File: config.mk
export PLATFORM = sky130hd
export DESIGN_NAME = dmaf_quartet
export DESIGN_NICKNAME = d
export VERILOG_FILES = /design/src/rtl/dmaf_pkg.sv /design/src/rtl/dmaf_quartet.sv
export SDC_FILE = /design/constraint.sdc
export NUM_CORES = 1
export LEC_CHECK = 0
export BUFFER_PORTS_ARGS = -buffer_cell sky130_fd_sc_hd__buf_2
export CAP_MARGIN = 15
export CORE_MARGIN = 3
export CORE_UTILIZATION = 61
export CTS_CLUSTER_DIAMETER = 200
export DETAILED_ROUTE_END_ITERATION = 10
export PLACE_DENSITY_LB_ADDON = 0.1
export REMOVE_ABC_BUFFERS = 1
export SLEW_MARGIN = 0
export SYNTH_ARGS = -nofsm -noshare
export SYNTH_HDL_FRONTEND = slang
export SYNTH_SLANG_ARGS = --single-unit
File: constraint.sdc
create_clock -name clk -period 14.8 [get_ports clk]
set_input_delay 1.48 -clock clk [delete_from_list [all_inputs] [get_ports clk]]
set_output_delay 1.48 -clock clk [all_outputs]
set_load 0.05 [all_outputs]
File: src/rtl/dmaf_pkg.sv
// shared types and command codes for the additive distance fill block
package dmaf_pkg;

  localparam logic [1:0] ACT_LOAD = 2'd0;
  localparam logic [1:0] ACT_FILL = 2'd1;
  localparam logic [1:0] ACT_READ = 2'd2;

  typedef struct packed {
    logic [1:0]  action;
    logic [30:0] dist_value;
    logic        dist_missing;
  } in_t;

  typedef struct packed {
    logic signed [31:0] out_value;
    logic               out_valid;
    logic               out_last;
    logic               fill_done;
  } out_t;

endpackage

File: src/rtl/dmaf_quartet.sv
// two-stage quartet estimate: max(dik+djl, dil+djk) - dkl with saturation
module dmaf_quartet import dmaf_pkg::*; #(
  parameter int VALUE_BITS = 32
) (
  input  logic                         clk,
  input  logic                         rst,
  input  logic                         fire,
  input  logic signed [VALUE_BITS-1:0] dik,
  input  logic signed [VALUE_BITS-1:0] djl,
  input  logic signed [VALUE_BITS-1:0] dil,
  input  logic signed [VALUE_BITS-1:0] djk,
  input  logic signed [VALUE_BITS-1:0] dkl,
  output logic                         m_valid,
  output logic signed [VALUE_BITS-1:0] m
);

  localparam int W = VALUE_BITS;
  localparam logic signed [W-1:0] VMAX = {1'b0, {(W-1){1'b1}}};
  localparam logic signed [W-1:0] VMIN = {1'b1, {(W-1){1'b0}}};

  logic signed [W:0]   sum_a, sum_b, diff;
  logic signed [W-1:0] sat_a, sat_b, a, b, dkl_q, mx, sat_m;
  logic                v1;

  // one extra bit catches the overflow, sign of the wide result picks the rail
  assign sum_a = {dik[W-1], dik} + {djl[W-1], djl};
  assign sum_b = {dil[W-1], dil} + {djk[W-1], djk};
  assign sat_a = (sum_a[W] != sum_a[W-1]) ? (sum_a[W] ? VMIN : VMAX) : sum_a[W-1:0];
  assign sat_b = (sum_b[W] != sum_b[W-1]) ? (sum_b[W] ? VMIN : VMAX) : sum_b[W-1:0];

  assign mx    = (a > b) ? a : b;
  assign diff  = {mx[W-1], mx} - {dkl_q[W-1], dkl_q};
  assign sat_m = (diff[W] != diff[W-1]) ? (diff[W] ? VMIN : VMAX) : diff[W-1:0];

  always_ff @(posedge clk) begin
    if (rst) begin
      v1      <= 1'b0;
      m_valid <= 1'b0;
    end else begin
      v1      <= fire;
      m_valid <= v1;
    end
    a     <= sat_a;
    b     <= sat_b;
    dkl_q <= dkl;
    m     <= sat_m;
  end

endmodule

# Yosys cells after proc, flatten, opt, wreduce, memory -nomap -nowiden
# Cells that the tools add are included.
[totals]
out_inout_bits = 33
mem_count = 0
mem_bits_ro = 0
ff_bits = 130
latch_bits = 0
ram_bits = 0
in_bits = 163
[op_classes]
n_bitwise = 0
n_mux = 7
n_lt_le_gt_ge = 1
shift = 0
n_mul = 0
n_div = 0
addsub = 3
reduce_logical = 0
n_eq_ne = 3
[op_table]
columns = ["operator", "n"]
rows = [
  ["32-bit two-way mux", 7],
  ["32-bit by 32-bit adder with 33-bit output", 2],
  ["32-bit by 32-bit subtractor with 33-bit output", 1],
  ["32-bit > comparator", 1],
  ["1-bit != test", 3],
]

# Longest topological paths before layout
[logic_depth]
word_depth = 5
ltp_mapped = 24

# Least setup slack after synthesis
# Ideal clock, no wire load.
[synth_timing]
path_type = "register to register"
startpoint = "register b[9]"
endpoint = "register m[12]"
setup_slack_ns = 10.063
required_time_ns = 14.676
stages_incl_launch_ff = 24
arrival_ns = 4.613
synth_period_minus_slack_ns = 4.737
path_cell_list = "dfxtp_1 inv_1 ha_1 a21o_1 a21o_1 a21oi_1 o21a_1 o221ai_1 a21oi_1 o2111ai_1 o211ai_1 buf_2 mux2_2 ha_1 a2111oi_0 inv_1 o2111ai_2 nand2_1 a2111o_1 a31oi_1 nand3_1 o21ai_2 buf_2 o21ai_0"
[synth_between]
elab_chain_cells = 5
[synth_rtl]
columns = ["element", "line_no", "source"]
rows = [
  ["start: declaration", "dmaf_quartet.sv:22", "logic signed [W-1:0] sat_a, sat_b, a, b, dkl_q, mx, sat_m;"],
  ["start signal: assignment", "dmaf_quartet.sv:44", "b <= sat_b;"],
  ["32-bit > comparator", "dmaf_quartet.sv:31", "assign mx = (a > b) ? a : b;"],
  ["32-bit two-way mux (*)", "dmaf_quartet.sv:31", ""],
  ["32-bit by 32-bit subtractor with 33-bit output (*)", "dmaf_quartet.sv:32", "assign diff = {mx[W-1], mx} - {dkl_q[W-1], dkl_q};"],
  ["32-bit two-way mux / 1-bit != test (equally long branches)", "dmaf_quartet.sv:33", "assign sat_m = (diff[W] != diff[W-1]) ? (diff[W] ? VMIN : VMAX) : diff[W-1:0];"],
  ["32-bit two-way mux (*)", "dmaf_quartet.sv:33", ""],
  ["net sat_m[12]", "dmaf_quartet.sv:22", ""],
  ["end signal: assignment", "dmaf_quartet.sv:46", "m <= sat_m;"],
  ["end: declaration", "dmaf_quartet.sv:14", "output logic signed [VALUE_BITS-1:0] m"],
]
# The timed path passes the listed nets; every way through them passes the cells marked *.
# A chain may end at the register's enable or synchronous reset.

# Worst setup path after layout
[layout_timing]
startpoint = "register b[9]"
endpoint = "register m[11]"
# Same word-level chain as after synthesis.

==> flow_metrics.env <==
export IMPL_cts_sinks=130
export IMPL_synth_flop_cell="dfxtp_1"
export IMPL_fin_util_pct=74.47
export IMPL_combPwrFrac_pct=56.2
export IMPL_drc_errors=0
export IMPL_hold_buffers=0
export IMPL_arrival_ns=6.16
export IMPL_layout_cells_non_filler=1543
export IMPL_num_antenna_cells=0
export IMPL_antenna_found_initial=0
export IMPL_start_util_pct=63.07
export IMPL_dpl_cell_count=1510
export IMPL_final_common_cell="buf_2"
export IMPL_numCtsBuffers=17
export IMPL_hpwl_um=19670
export IMPL_period_needed_ns=5.928
export IMPL_power_internal_mw=1.227
export IMPL_cp_start_kind="flop"
export IMPL_endpoint_kind="flop"
export IMPL_clock_path_buffers=2
export IMPL_grt_pass1_wl_um=40890
export IMPL_cts_tree="built"
export IMPL_setup_viol=0
export IMPL_fin_crit_sh_pct=40.05
export IMPL_most_common_layout_cells="195 x buf_2, 130 x dfxtp_1, 128 x ha_1, 111 x o21ai_0, 110 x a21oi_1"
export IMPL_dr_pass1_iters=5
export IMPL_synth_cell_types=76
export IMPL_crit_path_top_delay_cell="nand2_1"
export IMPL_pwr_density_cell_mw_per_mm2=189.8
export IMPL_grt_overflow=0
export IMPL_power_switching_mw=0.9539
export IMPL_core_area_mm2=0.01543
export IMPL_finClkSkew_ns=0.008404
export IMPL_final_area_mm2=0.01149
export IMPL_rsz0062_at_grt="false"
export IMPL_clock_latency_ns=0.41
export IMPL_ant_nets=0
export IMPL_pre_cts_slack_ns=9.077
export IMPL_ir_drop_uv=131.5
export IMPL_hold_viol=0
export IMPL_cts_root_buf="clkbuf_16"
export IMPL_tightest_slew_ns=1.157
export IMPL_die_w_um=132.3
export IMPL_drive_above_1_share_pct=21.77
export IMPL_status="finished, final reports clean"
export IMPL_cts_resized=0
export IMPL_htree_num_levels=4
export IMPL_slew_viol_final=0
export IMPL_area_delta_synth_final_pct=18.08
export IMPL_post_dp_cell_area_mm2=0.01082
export IMPL_swShare_pct=43.74
export IMPL_setup_tns_ns=0
export IMPL_ios=196
export IMPL_fp_dieArea_mm2=0.01750
export IMPL_holdWs_ns=0.4415
export IMPL_ys_seq_area_share_pct=26.75
export IMPL_relSlewSlack_pct=22.80
export IMPL_p_leak_nw=5.619
export IMPL_portBuffers=195
export IMPL_initialDrtViolationCount=575
export IMPL_drv_cap=0
export IMPL_netlist_area_mm2=0.009729
export IMPL_finalWorstSetupSlack_ns=8.872
export IMPL_drt_total_wl_um=25360
export IMPL_clk_pin_slew_worst_paths_ns=0.06
export IMPL_syn_avg_cell_area_um2=8.557
export IMPL_timing_fmax_mhz=168.7
export IMPL_total_power_mw=2.181
export IMPL_path_cells="inv_1, ha_1, a21o_1, a21o_1, a21oi_1, o21a_1, o221ai_1, a21oi_1, o2111ai_1, o211ai_1, buf_4, mux2_2, ha_1, and3_1, nand3_1, a211oi_1, nor2_1, o31ai_1, a41o_2, xnor2_1, nand2_1, o21ai_0"
export IMPL_syn_inst=1137
export IMPL_synth_edf_count=0
export IMPL_hold_path_class="reg2reg"
export IMPL_grt_use_total_pct=28.29
export IMPL_gp_congestion=0.9152
export IMPL_pwr_share_clk_pct=20.8
export IMPL_yosysWarnings=0
export IMPL_post_cts_buffers=0
export IMPL_fin_nets=1613
export IMPL_cp_max_fo=30
export IMPL_synth_async_reset_ratio_pct=0
export IMPL_grt_max_degree=32
export IMPL_slowest_delay_ns=0.60
export IMPL_crit_type="reg2reg"
export IMPL_placementRows=45
export IMPL_synth_seq_cells=130
export IMPL_detail_route_vias_per_cell=5.818
export IMPL_cp_required_ns=15.03
export IMPL_num_vias=8977
export IMPL_power_frac_seq_pct=23.0
export IMPL_wire_per_inst_um=16.43
export IMPL_die_h_um=132.3
export IMPL_first_global_vias=8478
==> layout make-up <==
cell class              count  area, um2
repair buffers            198       1006
clock buffers              22      484.2
well taps                 211      264.0
clock inverters            10      171.4
flip-flops and latches    130       2603
inverters                  95      356.6
multi-input cells         877       6604
fillers                  1216       3939
==> synth_stat cells (all sizes together) (6+ instances only) <==
| cell | number | area (um2) |
|---|---|---|
| o21ai | 116 | 591.8 |
| nor3 | 18 | 90.09 |
| xnor2 | 38 | 340.3 |
| nor2 | 38 | 142.6 |
| ha | 128 | 1602 |
| nand3 | 16 | 80.08 |
| a2111oi | 6 | 58.80 |
| nand2 | 63 | 239.0 |
| dfxtp | 130 | 2603 |
| and3 | 9 | 56.30 |
| mux2 | 33 | 371.6 |
| xor2 | 43 | 376.6 |
| o211ai | 10 | 75.07 |
| a31oi | 13 | 117.6 |
| inv | 95 | 356.6 |
| a21oi | 110 | 550.5 |
| a211oi | 9 | 67.56 |
| o21bai | 15 | 112.6 |
| buf | 18 | 107.6 |
| nand2b | 13 | 81.33 |
| clkbuf | 17 | 65.06 |
| o21a | 13 | 97.59 |
| o31ai | 7 | 62.56 |
| nor2b | 14 | 87.58 |
| a21o | 68 | 510.5 |
| nand4 | 20 | 125.1 |
==> routing by layer <==
| layer | track usage [%] | up-vias | share of wire (%) |
|---|---|---|---|
| met5 | 0 | - | 0 |
| met4 | 7.737 | 0 | 1.7 |
| met3 | 4.237 | 35 | 5.9 |
| met2 | 46.32 | 339 | 45 |
| met1 | 39.09 | 4090 | 47 |
| li1 | - | 4513 | - |
==> cell families (layout without fill, tap and decap cells) <==
kind of cell,count (synthesis),in the layout,share of synthesized area [%]
mux,38,38,4.372
simple gates,214,214,11.00
compound gates,410,410,27.69
flops,130,130,26.75
xor+xnor,81,81,7.369
buf+inv,130,325,5.440
fa+ha+maj,134,134,17.39
==> state kept, by name, indices dropped and copies added (netlist names) <==
signal,cells
b,32
a,32
v1,1
m_valid,1
m,32
dkl_q,32
==> path summary, 6_finish.rpt <==
kind,slack [ns],end,startpoint,cells past startpoint
hold reg to reg,0.44,m_valid,v1,1
setup reg to reg,8.87,m[11],b[9],22
hold / removal,0.44,m_valid,v1,1
setup / recovery,8.87,m[11],b[9],22
==> critical path: cells and delay by family (launching register included) <==
kind	cells	cell delay (ns)
compound gates	12	2.76
simple gates	4	1.07
xor+xnor	1	0.09
buf+inv	2	0.39
mux	1	0.38
fa+ha+maj	2	0.70
flops	1	0.33
==> power by group through the flow <==
stage          sequential [mW]  clock (mW)  combinational [mW]
2_1_floorplan            0.657           0               0.761
3_3_place_gp             0.503           0                1.17
3_5_place_dp             0.505           0                1.18
4_1_cts                  0.501       0.458                1.21
5_1_grt                  0.512       0.473                1.34
6_report                 0.502       0.454                1.23
Power figures use the tool's default switching activity.
